<file path="config.mk">
export PLATFORM = sky130hd
export DESIGN_NAME = imu_status_demux_and_scaling
export DESIGN_NICKNAME = d
export VERILOG_FILES = /design/src/hw/rtl/ims_pkg.sv /design/src/hw/rtl/imu_status_demux_and_scaling.sv /design/src/hw/rtl/ims_front.sv /design/src/hw/rtl/ims_queue.sv /design/src/hw/rtl/ims_back.sv
export SDC_FILE = /design/constraint.sdc
export NUM_CORES = 2
export LEC_CHECK = 0
export BUFFER_PORTS_ARGS = -buffer_cell sky130_fd_sc_hd__buf_2
export CAP_MARGIN = 30
export CORE_MARGIN = 4
export CORE_UTILIZATION = 60
export CTS_CLUSTER_SIZE = 40
export DETAILED_ROUTE_END_ITERATION = 8
export GPL_ROUTABILITY_DRIVEN = 0
export GPL_TIMING_DRIVEN = 0
export PLACE_DENSITY = 0.79
export SLEW_MARGIN = 20
export SYNTH_ARGS = -nofsm -noshare
export SYNTH_HDL_FRONTEND = slang
export SYNTH_SLANG_ARGS = --single-unit
</file>
<file path="constraint.sdc">
create_clock -name clk -period 30 [get_ports clk]
set_input_delay 6 -clock clk [delete_from_list [all_inputs] [get_ports clk]]
set_output_delay 6 -clock clk [all_outputs]
set_load 0.05 [all_outputs]
</file>
<file path="src/hw/rtl/ims_pkg.sv">
// Types, constants and helper functions shared by the IMU status demux and scaling block.
// Depends on nothing; all block files but the queue refer to it by scoped names.
`default_nettype none

package ims_pkg;

  // Message counters that carry special status bytes.
  localparam logic [7:0] FILTER_COUNT = 8'd247;
  localparam logic [7:0] BOARD_FIRST  = 8'd248;
  localparam logic [7:0] BOARD_END    = 8'd252;
  localparam logic [7:0] REV_COUNT    = 8'd0;
  localparam logic [7:0] PROD_COUNT   = 8'd1;

  // Status byte decoding.
  localparam int unsigned SCALE_SEL_BIT   = 6;
  localparam logic [7:0]  RATE_CODE_MASK  = 8'h31;

  // Rate scale codes after masking.
  localparam logic [7:0] RATE_CODE_15 = 8'h11;
  localparam logic [7:0] RATE_CODE_50 = 8'h21;
  localparam logic [7:0] RATE_CODE_5  = 8'h31;

  localparam int unsigned ACCEL_MULT_W = 5;
  localparam int unsigned RATE_MULT_W  = 6;
  localparam int unsigned AXIS_W       = 32;
  localparam int unsigned TEMP_W       = 16;
  localparam int unsigned PROD_W       = AXIS_W + RATE_MULT_W + 1;

  typedef logic [ACCEL_MULT_W-1:0] accel_mult_t;
  typedef logic [RATE_MULT_W-1:0]  rate_mult_t;

  // One classified message, as handed from the front end to the scaler.
  typedef struct packed {
    accel_mult_t              accel_mult;
    rate_mult_t               rate_mult;
    logic signed [AXIS_W-1:0] raw_accel_x;
    logic signed [AXIS_W-1:0] raw_accel_y;
    logic signed [AXIS_W-1:0] raw_accel_z;
    logic signed [AXIS_W-1:0] raw_rate_x;
    logic signed [AXIS_W-1:0] raw_rate_y;
    logic signed [AXIS_W-1:0] raw_rate_z;
    logic signed [TEMP_W-1:0] temperature;
    logic [23:0]              status_word;
    logic [31:0]              board_word;
  } entry_t;

  // Acceleration multiplier picked by status bits 3:1.
  function automatic accel_mult_t accel_mult_of(input logic [2:0] code);
    accel_mult_t m;
    unique case (code)
      3'd0:    m = ACCEL_MULT_W'(10);
      3'd1:    m = ACCEL_MULT_W'(1);
      3'd2:    m = ACCEL_MULT_W'(1);
      3'd3:    m = ACCEL_MULT_W'(5);
      3'd4:    m = ACCEL_MULT_W'(5);
      3'd5:    m = ACCEL_MULT_W'(5);
      3'd6:    m = ACCEL_MULT_W'(10);
      default: m = ACCEL_MULT_W'(20);
    endcase
    return m;
  endfunction

  // Rate multiplier picked by the masked status byte.
  function automatic rate_mult_t rate_mult_of(input logic [7:0] code);
    rate_mult_t m;
    unique case (code)
      RATE_CODE_15: m = RATE_MULT_W'(15);
      RATE_CODE_50: m = RATE_MULT_W'(50);
      RATE_CODE_5:  m = RATE_MULT_W'(5);
      default:      m = RATE_MULT_W'(10);
    endcase
    return m;
  endfunction

  // Signed axis value times a small unsigned multiplier, clamped to 32 bits.
  function automatic logic signed [AXIS_W-1:0] sat_mul(input logic signed [AXIS_W-1:0] raw,
                                                       input rate_mult_t mult);
    logic signed [PROD_W-1:0]  prod;
    logic signed [AXIS_W-1:0]  res;
    prod = PROD_W'(raw) * $signed({1'b0, mult});
    if (!prod[PROD_W-1] && (prod[PROD_W-2:AXIS_W-1] != '0)) begin
      res = {1'b0, {(AXIS_W-1){1'b1}}};
    end else if (prod[PROD_W-1] && (prod[PROD_W-2:AXIS_W-1] != '1)) begin
      res = {1'b1, {(AXIS_W-1){1'b0}}};
    end else begin
      res = prod[AXIS_W-1:0];
    end
    return res;
  endfunction

endpackage

`default_nettype wire

</file>
<file path="src/hw/rtl/imu_status_demux_and_scaling.sv">
// Top level of the IMU status demux and scaling block: front end, queue and scaler.
// Depends on ims_pkg, ims_front, ims_queue and ims_back.
//
//   channel   direction   handshake               payload
//   in_       input       in_valid / in_ready     counter, status byte, six axes, temperature
//   out_      output      out_valid / out_ready   scale flag, six scaled axes, temperature, words
//
// One message per cycle is sustained while the output does not stall. An accepted message is
// written into the queue, then loaded into the output register, from which its result transfers.
// The throughput is set by the single output register, which is reloaded in the cycle it drains.
// Reset (rst_n low, synchronous) clears the stored status, multipliers, queue and out_valid.
// When the output stalls, the queue holds up to QUEUE_DEPTH messages before in_ready drops.
`default_nettype none

module imu_status_demux_and_scaling #(
  parameter int unsigned QUEUE_DEPTH = 2
) (
  input  wire logic                 clk,
  input  wire logic                 rst_n,
  input  wire logic                 in_valid,
  output logic                      in_ready,
  input  wire logic [7:0]           in_msg_counter,
  input  wire logic [7:0]           in_status_byte,
  input  wire logic signed [31:0]   in_raw_accel_x,
  input  wire logic signed [31:0]   in_raw_accel_y,
  input  wire logic signed [31:0]   in_raw_accel_z,
  input  wire logic signed [31:0]   in_raw_rate_x,
  input  wire logic signed [31:0]   in_raw_rate_y,
  input  wire logic signed [31:0]   in_raw_rate_z,
  input  wire logic signed [15:0]   in_raw_temperature,
  output logic                      out_valid,
  input  wire logic                 out_ready,
  output logic                      out_scale_known,
  output logic signed [31:0]        out_accel_x_out,
  output logic signed [31:0]        out_accel_y_out,
  output logic signed [31:0]        out_accel_z_out,
  output logic signed [31:0]        out_rate_x_out,
  output logic signed [31:0]        out_rate_y_out,
  output logic signed [31:0]        out_rate_z_out,
  output logic signed [15:0]        out_temperature_out,
  output logic [23:0]               out_status_word,
  output logic [31:0]               out_board_word
);

  localparam int unsigned ENTRY_W = $bits(ims_pkg::entry_t);

  logic              push, q_ready, q_valid, pop;
  ims_pkg::entry_t   push_entry, head;
  logic [ENTRY_W-1:0] head_bits;

  ims_front u_front (
    .clk             (clk),
    .rst_n           (rst_n),
    .in_valid        (in_valid),
    .in_ready        (in_ready),
    .msg_counter     (in_msg_counter),
    .status_byte     (in_status_byte),
    .raw_accel_x     (in_raw_accel_x),
    .raw_accel_y     (in_raw_accel_y),
    .raw_accel_z     (in_raw_accel_z),
    .raw_rate_x      (in_raw_rate_x),
    .raw_rate_y      (in_raw_rate_y),
    .raw_rate_z      (in_raw_rate_z),
    .raw_temperature (in_raw_temperature),
    .push            (push),
    .q_ready         (q_ready),
    .push_entry      (push_entry)
  );

  ims_queue #(
    .WIDTH (ENTRY_W),
    .DEPTH (QUEUE_DEPTH)
  ) u_queue (
    .clk        (clk),
    .rst_n      (rst_n),
    .push       (push),
    .push_ready (q_ready),
    .push_data  (push_entry),
    .pop        (pop),
    .pop_valid  (q_valid),
    .pop_data   (head_bits)
  );

  assign head = ims_pkg::entry_t'(head_bits);

  ims_back u_back (
    .clk             (clk),
    .rst_n           (rst_n),
    .q_valid         (q_valid),
    .pop             (pop),
    .head            (head),
    .out_valid       (out_valid),
    .out_ready       (out_ready),
    .scale_known     (out_scale_known),
    .accel_x_out     (out_accel_x_out),
    .accel_y_out     (out_accel_y_out),
    .accel_z_out     (out_accel_z_out),
    .rate_x_out      (out_rate_x_out),
    .rate_y_out      (out_rate_y_out),
    .rate_z_out      (out_rate_z_out),
    .temperature_out (out_temperature_out),
    .status_word     (out_status_word),
    .board_word      (out_board_word)
  );

endmodule

`default_nettype wire

</file>
<file path="src/hw/rtl/ims_front.sv">
// Front end: accepts messages, routes the status byte into the stored state and
// pushes a classified entry into the queue. Depends on ims_pkg.
`default_nettype none

module ims_front (
  input  wire logic                 clk,
  input  wire logic                 rst_n,
  input  wire logic                 in_valid,
  output logic                      in_ready,
  input  wire logic [7:0]           msg_counter,
  input  wire logic [7:0]           status_byte,
  input  wire logic signed [31:0]   raw_accel_x,
  input  wire logic signed [31:0]   raw_accel_y,
  input  wire logic signed [31:0]   raw_accel_z,
  input  wire logic signed [31:0]   raw_rate_x,
  input  wire logic signed [31:0]   raw_rate_y,
  input  wire logic signed [31:0]   raw_rate_z,
  input  wire logic signed [15:0]   raw_temperature,
  output logic                      push,
  input  wire logic                 q_ready,
  output ims_pkg::entry_t           push_entry
);

  ims_pkg::accel_mult_t accel_mult_r, accel_mult_nxt;
  ims_pkg::rate_mult_t  rate_mult_r, rate_mult_nxt;
  logic [7:0]           flags_r, flags_nxt;
  logic [7:0]           scale_r, scale_nxt;
  logic [7:0]           filter_r, filter_nxt;
  logic [3:0][7:0]      board_r, board_nxt;
  logic                 unread;

  assign in_ready = q_ready;
  assign push     = in_valid && q_ready;

  assign unread = (msg_counter == ims_pkg::REV_COUNT) || (msg_counter == ims_pkg::PROD_COUNT) ||
                  (msg_counter >= ims_pkg::BOARD_END);

  // The status byte takes effect before the same message is scaled, so the
  // entry carries the updated state.
  always_comb begin
    accel_mult_nxt = accel_mult_r;
    rate_mult_nxt  = rate_mult_r;
    flags_nxt      = flags_r;
    scale_nxt      = scale_r;
    filter_nxt     = filter_r;
    board_nxt      = board_r;
    if (!unread) begin
      priority if (msg_counter == ims_pkg::FILTER_COUNT) begin
        filter_nxt = status_byte;
      end else if (msg_counter >= ims_pkg::BOARD_FIRST) begin
        board_nxt[msg_counter[1:0]] = status_byte;
      end else if (status_byte[ims_pkg::SCALE_SEL_BIT]) begin
        accel_mult_nxt = ims_pkg::accel_mult_of(status_byte[3:1]);
        rate_mult_nxt  = ims_pkg::rate_mult_of(status_byte & ims_pkg::RATE_CODE_MASK);
        scale_nxt      = status_byte;
      end else begin
        flags_nxt = status_byte;
      end
    end
  end

  always_ff @(posedge clk) begin
    if (!rst_n) begin
      accel_mult_r <= '0;
      rate_mult_r  <= '0;
      flags_r      <= '0;
      scale_r      <= '0;
      filter_r     <= '0;
      board_r      <= '0;
    end else if (push) begin
      accel_mult_r <= accel_mult_nxt;
      rate_mult_r  <= rate_mult_nxt;
      flags_r      <= flags_nxt;
      scale_r      <= scale_nxt;
      filter_r     <= filter_nxt;
      board_r      <= board_nxt;
    end
  end

  always_comb begin
    push_entry.accel_mult  = accel_mult_nxt;
    push_entry.rate_mult   = rate_mult_nxt;
    push_entry.raw_accel_x = raw_accel_x;
    push_entry.raw_accel_y = raw_accel_y;
    push_entry.raw_accel_z = raw_accel_z;
    push_entry.raw_rate_x  = raw_rate_x;
    push_entry.raw_rate_y  = raw_rate_y;
    push_entry.raw_rate_z  = raw_rate_z;
    push_entry.temperature = raw_temperature;
    push_entry.status_word = {filter_nxt, scale_nxt, flags_nxt};
    push_entry.board_word  = board_nxt;
  end

endmodule

`default_nettype wire

</file>
<file path="src/hw/rtl/ims_queue.sv">
// Short first-in first-out queue between the front end and the scaler.
// Generic in width and depth; depends on nothing.
`default_nettype none

module ims_queue #(
  parameter int unsigned WIDTH = 8,
  parameter int unsigned DEPTH = 2
) (
  input  wire logic             clk,
  input  wire logic             rst_n,
  input  wire logic             push,
  output logic                  push_ready,
  input  wire logic [WIDTH-1:0] push_data,
  input  wire logic             pop,
  output logic                  pop_valid,
  output logic [WIDTH-1:0]      pop_data
);

  localparam int unsigned PTR_W = (DEPTH > 1) ? $clog2(DEPTH) : 1;
  localparam int unsigned CNT_W = $clog2(DEPTH + 1);

  logic [WIDTH-1:0] mem_r [DEPTH];
  logic [PTR_W-1:0] wr_ptr_r, wr_ptr_nxt;
  logic [PTR_W-1:0] rd_ptr_r, rd_ptr_nxt;
  logic [CNT_W-1:0] count_r, count_nxt;
  logic             do_push, do_pop;

  assign push_ready = (count_r != CNT_W'(DEPTH));
  assign pop_valid  = (count_r != '0);
  assign pop_data   = mem_r[rd_ptr_r];
  assign do_push    = push && push_ready;
  assign do_pop     = pop && pop_valid;

  always_comb begin
    wr_ptr_nxt = wr_ptr_r;
    rd_ptr_nxt = rd_ptr_r;
    count_nxt  = count_r;
    if (do_push) begin
      wr_ptr_nxt = (wr_ptr_r == PTR_W'(DEPTH - 1)) ? '0 : wr_ptr_r + PTR_W'(1);
    end
    if (do_pop) begin
      rd_ptr_nxt = (rd_ptr_r == PTR_W'(DEPTH - 1)) ? '0 : rd_ptr_r + PTR_W'(1);
    end
    if (do_push && !do_pop) begin
      count_nxt = count_r + CNT_W'(1);
    end else if (do_pop && !do_push) begin
      count_nxt = count_r - CNT_W'(1);
    end
  end

  always_ff @(posedge clk) begin
    if (!rst_n) begin
      wr_ptr_r <= '0;
      rd_ptr_r <= '0;
      count_r  <= '0;
    end else begin
      wr_ptr_r <= wr_ptr_nxt;
      rd_ptr_r <= rd_ptr_nxt;
      count_r  <= count_nxt;
    end
  end

  always_ff @(posedge clk) begin
    if (do_push) begin
      mem_r[wr_ptr_r] <= push_data;
    end
  end

endmodule

`default_nettype wire

</file>
<file path="src/hw/rtl/ims_back.sv">
// Back end: scales and saturates the axes of the queue head into the output register.
// Depends on ims_pkg.
`default_nettype none

module ims_back (
  input  wire logic                 clk,
  input  wire logic                 rst_n,
  input  wire logic                 q_valid,
  output logic                      pop,
  input  wire ims_pkg::entry_t      head,
  output logic                      out_valid,
  input  wire logic                 out_ready,
  output logic                      scale_known,
  output logic signed [31:0]        accel_x_out,
  output logic signed [31:0]        accel_y_out,
  output logic signed [31:0]        accel_z_out,
  output logic signed [31:0]        rate_x_out,
  output logic signed [31:0]        rate_y_out,
  output logic signed [31:0]        rate_z_out,
  output logic signed [15:0]        temperature_out,
  output logic [23:0]               status_word,
  output logic [31:0]               board_word
);

  logic                 out_valid_r;
  logic                 scale_known_r;
  logic signed [31:0]   accel_x_r, accel_y_r, accel_z_r;
  logic signed [31:0]   rate_x_r, rate_y_r, rate_z_r;
  logic signed [15:0]   temp_r;
  logic [23:0]          status_r;
  logic [31:0]          board_r;
  ims_pkg::rate_mult_t  accel_mult_ext;

  // The output register takes a new transfer whenever it is empty or being drained.
  assign pop            = q_valid && (!out_valid_r || out_ready);
  assign accel_mult_ext = {1'b0, head.accel_mult};

  always_ff @(posedge clk) begin
    if (!rst_n) begin
      out_valid_r <= 1'b0;
    end else if (pop) begin
      out_valid_r <= 1'b1;
    end else if (out_ready) begin
      out_valid_r <= 1'b0;
    end
  end

  always_ff @(posedge clk) begin
    if (pop) begin
      scale_known_r <= (head.accel_mult != '0);
      accel_x_r     <= ims_pkg::sat_mul(head.raw_accel_x, accel_mult_ext);
      accel_y_r     <= ims_pkg::sat_mul(head.raw_accel_y, accel_mult_ext);
      accel_z_r     <= ims_pkg::sat_mul(head.raw_accel_z, accel_mult_ext);
      rate_x_r      <= ims_pkg::sat_mul(head.raw_rate_x, head.rate_mult);
      rate_y_r      <= ims_pkg::sat_mul(head.raw_rate_y, head.rate_mult);
      rate_z_r      <= ims_pkg::sat_mul(head.raw_rate_z, head.rate_mult);
      temp_r        <= head.temperature;
      status_r      <= head.status_word;
      board_r       <= head.board_word;
    end
  end

  assign out_valid       = out_valid_r;
  assign scale_known     = scale_known_r;
  assign accel_x_out     = accel_x_r;
  assign accel_y_out     = accel_y_r;
  assign accel_z_out     = accel_z_r;
  assign rate_x_out      = rate_x_r;
  assign rate_y_out      = rate_y_r;
  assign rate_z_out      = rate_z_r;
  assign temperature_out = temp_r;
  assign status_word     = status_r;
  assign board_word      = board_r;

endmodule

`default_nettype wire

</file>
# --- Word level (Yosys, flattened, before mapping) ---
# Memories as Yosys holds them, arrays and structs flattened. A register that Yosys moved wholly into a read port is not among the register bits.
# Cells that the tools add are included.
# Widths: inputs -> output; s select.
word_totals:
  register_bits: 337
  ram_bits: 550
  input_bits: 228
  output_inout_bits: 267
  elab_cells: 144
  memories: 1
op_classes:
  n_addsub: 4
  mul: 6
  n_lt_le_gt_ge: 4
  n_eq_ne: 18
  n_mux: 42
  n_reduce_logical: 46
mem_list:
  columns: ["name", "words", "width", "read_ports", "rd_ports_with_merged_regs", "wr", "line", "rtl"]
  rows:
  - ["u_queue.mem_r", 2, 275, 1, 1, 1, "ims_queue.sv:22", "logic [WIDTH-1:0] mem_r [DEPTH];"]
ops:
  columns: ["cell", "count"]
  rows:
  - ["$mux 32", 9]
  - ["$mul 32x7->39", 3]
  - ["$mul 32x6->38", 3]
  - ["$mux 8", 11]
  - ["$ne 7x7->1 const B", 6]
  - ["$reduce_bool 7->1", 6]
  - ["$bwmux 32", 1]
  - ["$mux 6", 4]
  - ["$mux 5", 4]
  - ["$logic_and 1x1->1", 19]
  - ["$pmux 6 s3", 1]
  - ["$demux 8 s2", 1]
  - ["$ge 8x8->1 const B", 2]
  - ["$eq 3x3->1 const B", 5]
  - ["$pmux 5 s3", 1]
  - ["$eq 3x2->1 const B", 3]
  - ["$logic_not 1->1", 9]
  - ["$eq 8x1->1 const B", 1]
  - ["$eq 8x8->1 const B", 1]
  - ["$logic_not 8->1", 1]
  - ["$mux 1", 8]
  - ["$reduce_bool 2->1", 3]
  - ["$reduce_bool 5->1", 1]
  - ["$mux 2", 2]
  - ["other kinds (11)", 15]

# --- Logic depth before layout (Yosys ltp) ---
logic_depth:
  ltp_word: 8
  depth_mapped: 27
  mapped_depth_nobuf: 21

# --- By module ---
# A second synthesis with hierarchy kept.
unflattened:
  hier_cells: 6640
  hier_area_um2: 74201.2
modules_own_cells:
  columns: ["mod", "instances", "cells_each", "area_each_um2", "seq_area_each_um2"]
  rows:
  - ["ims_back", 1, 5199, 48044.8, 7977.7]
  - ["ims_queue", 1, 880, 21175.3, 16615.9]
  - ["ims_front", 1, 561, 4981.0, 1341.3]

# --- Least setup slack after synthesis ---
# OpenSTA, ideal clock, no wires.
synth_path:
  path_kind: "input -> register"
  start: "in in_valid"
  end: "reg u_queue.wr_ptr_r"
  setup_time_ns: 0.112
  arrival_ns: 18.638
  required_time_ns: 29.888
  path_slack_ns: 11.250
  path_stages: 4
  n_path_buf: 1
  path_cell_list: "nand2_1 > clkbuf_1 > nor2_1 > o21a_1"
synth_via:
  elab_chain_len: 2
synth_rtl:
  columns: ["item", "line", "rtl"]
  rows:
  - ["from (decl)", "imu_status_demux_and_scaling.sv:20", "input wire logic in_valid,"]
  - ["$logic_and 1x1->1", "ims_front.sv:33", "assign push = in_valid && q_ready;"]
  - ["$logic_and 1x1->1", "ims_queue.sv:31", "assign do_push = push && push_ready;"]
  - ["to (signal assigned)", "ims_queue.sv:57", "wr_ptr_r <= wr_ptr_nxt;"]
  - ["to (decl)", "ims_queue.sv:23", "logic [PTR_W-1:0] wr_ptr_r, wr_ptr_nxt;"]
# No other way between the ends.
# A chain may end at the register's enable or synchronous reset.

==> impl_metrics.ini <==
[route]
detail_route.wl_per_cell_microns = 21.4
firstDrtPassIters = 6
vias_per_cell = 5.85
drt_wl_total_microns = 186000
vias = 50900
route.antenna.remaining_nets = 0
dr.first_iter.drc_count = 5010
drc = 0

[outcome]
status = complete, no violations

[min_path]
worstHoldPathType = reg2reg
min_path_cells = 2
min_from = u_front.flags_r[2]$_SDFFE_PN0P_
hold_path_end = u_front.flags_r[2]$_SDFFE_PN0P_

[sta]
rsz0062_at_grt = no
whs_ps = 465
worst_slew_pin_slew_ps = 1080
hold_viol_final = 0
slew_viol_final = 0
maxSlewHeadroom_pct = 25.7
period_needed_ps = 9830
timing.final.crit_share_pct = 32.8
setup_violations = 0
finClkSkew_ps = 35.0
clock.fmax_mhz = 102
fin_tns_setup_ps = 0

[clock_tree]
cts_buffers = 92
cts_tree = done
cts_setup_buffers = 0
clk_pin_slew_ps = 60
clk_latency_ps = 700
cts_hold_buffers = 0
h-tree-depth = 3
cts_sinks = 888
cts-root-buf = clkbuf_16
cts_resized = 0
cts_buffer_depth = 3

[final_layout]
areaGrowthSynthToFinish_pct = 12.3
largest_reg_flops = 550
fin_area_sq_um = 77700
drive_gt1_share_pct = 15.3
largest_register = u_queue.mem_r
final_nets = 8452

[synth]
synthXorXnorAreaFrac_pct = 2.69
synth_area_per_cell_sq_um = 10.7
synth_top_area_share_pct = 35.3
synth_top_family_by_area = adder cells
synth_area_leader_cell = edfxtp_1
synthSimpleGateAreaFrac_pct = 11.3
yosys.area_share.adder_pct = 28.0
synth.most_common_cell = nor2_1
ys_seq_area_share_pct = 37.5
muxShareOfSynthArea_pct = 5.24
syn-num-nets = 7816
synth_cells = 6450
synthArstFlopShare_pct = 0
syn-cell-area_sq_um = 69200
synth_edf_count = 815
ys.flop_type = edfxtp_1
ys_warn_count = 0
synthTopCellsByArea = edfxtp_1, fa_1, ha_1
synth_cell_types = 103
yosys-top-cells-count = nor2_1, inv_1, edfxtp_1
synth-seq-cells = 888
synth_compound_area_share_pct = 8.69

[floorplanning]
start_util_pct = 60.5
dieWidth_microns = 348
die_area_sq_um = 121000
num_io_pins = 495
placeableCoreArea_sq_um = 115000
core.rowCount = 124
die_h_microns = 348

[setup_path]
end_kind = flip-flop
critPathArrivalTime_ps = 10250
regToRegEndpoint = u_back.rate_x_out[4]$_SDFFCE_PP1P_
startpoint_type = flip-flop
max_stage_delay_ps = 850
worst-setup-path-type = reg2reg
reg2reg_depth = 26
ff2ff_setup_slack_ps = 20170
path_max_fanout = 10
cp_slowest_cell = clkbuf_1
worstPathRequired_ps = 30420

[placement]
hpwl_microns = 145000
place_area_sq_um = 74600
portBuffers = 490

[grt]
antenna_found_initial = 44
grt_max_degree = 50
overflow = 0
grt_pass1_wl_microns = 290000
grt_usage_pct = 30.8
grt_pass1_vias = 52000

[flow_run]
max_cap_viol_count = 0
-- worst max-delay path, delay by kind of cell (launching register included) --
kind	cells	cell delay, ps
XOR/XNOR	1	340
adder cells (fa/ha/maj)	5	2060
multiplexers	1	790
AND/OR/NAND/NOR	3	880
AO/OA/AOI/OAI	7	1740
flip-flops	1	300
buffers and inverters	9	3410
-- logic make-up (layout without fill, tap and decap cells) --
kind of cell | count (synthesis) | count (layout)
other | 0 | 29
flip-flops | 888 | 888
AO/OA/AOI/OAI | 903 | 903
buffers and inverters | 1182 | 1890
XOR/XNOR | 212 | 212
adder cells (fa/ha/maj) | 1138 | 1138
AND/OR/NAND/NOR | 1782 | 1782
multiplexers | 345 | 345
-- per-stage QoR --
step           util [%]  cells  setup WS (ps)
3_3_place_gp       64.3   8452           3420
2_1_floorplan         -   6450          11250
3_5_place_dp       65.1   8496          20390
6_report           67.9   8699          20170
5_1_grt            67.9   8681          19800
4_1_cts            67.8   8662          20300
-- placed cells by master (no fill, tap or decap), drive strengths merged, types with 19 or more instances in the layout --
cell and n:
xnor2 112, nand4 39, diode 29, nor3b 41, clkinv 36, inv 933, clkbuf 299, nor3 51
nand2 254, edfxtp 815, mux2i 207, xor2 100, or2 114, a31oi 33, nand2b 35, nand3 42
fa 684, o21bai 26, o21a 24, and2 19, nor2 1101, a21oi 266, mux2 138, o31ai 29
a211oi 26, a21boi 36, buf 608, o21ai 235, dfxtp 73, ha 454, a21o 115
-- worst max path at each step --
| stage | from | to | slack (ps) | depth (start not counted) |
|---|---|---|---|---|
| 6_report | flip-flop | u_back.rate_x_out[4]$_SDFFCE_PP1P_ | 20170 | 26 |
| 5_1_grt | flip-flop | u_back.rate_x_out[12]$_SDFFCE_PP1P_ | 19800 | 26 |
| 4_1_cts | flip-flop | u_back.rate_x_out[12]$_SDFFCE_PP1P_ | 20300 | 26 |
| 3_5_place_dp | flip-flop | u_back.rate_x_out[12]$_SDFFCE_PP1P_ | 20390 | 26 |
| 3_3_place_gp | in_valid | u_queue.wr_ptr_r$_SDFFE_PN0P_ | 3420 | 5 |
| 2_1_floorplan | in_valid | u_queue.wr_ptr_r$_SDFFE_PN0P_ | 11250 | 4 |
-- layer usage --
metal | global-route usage [%] | part of all wire (%) | up-vias
met5 | 0 | 0.082 | -
met4 | 14.6 | 5.1 | 24
met3 | 7.74 | 11 | 487
met2 | 48.3 | 45 | 2575
met1 | 40.5 | 39 | 25000
li1 | - | - | 22800
-- final cells by class --
cell class                 count  area, sq um
antenna                       29         72.6
buffer                       252         1110
clock buffer                 113         2420
clock inverter                53          616
fill                        8438        36800
inverter                     930         3490
multi-input combinational   4380        38800
sequential                   888        25900
tap                         1512         1890
timing repair buffer         542         3450
Power is not shown: default switching activity piles up to over one toggle a cycle in this logic, so the estimate is an artifact.
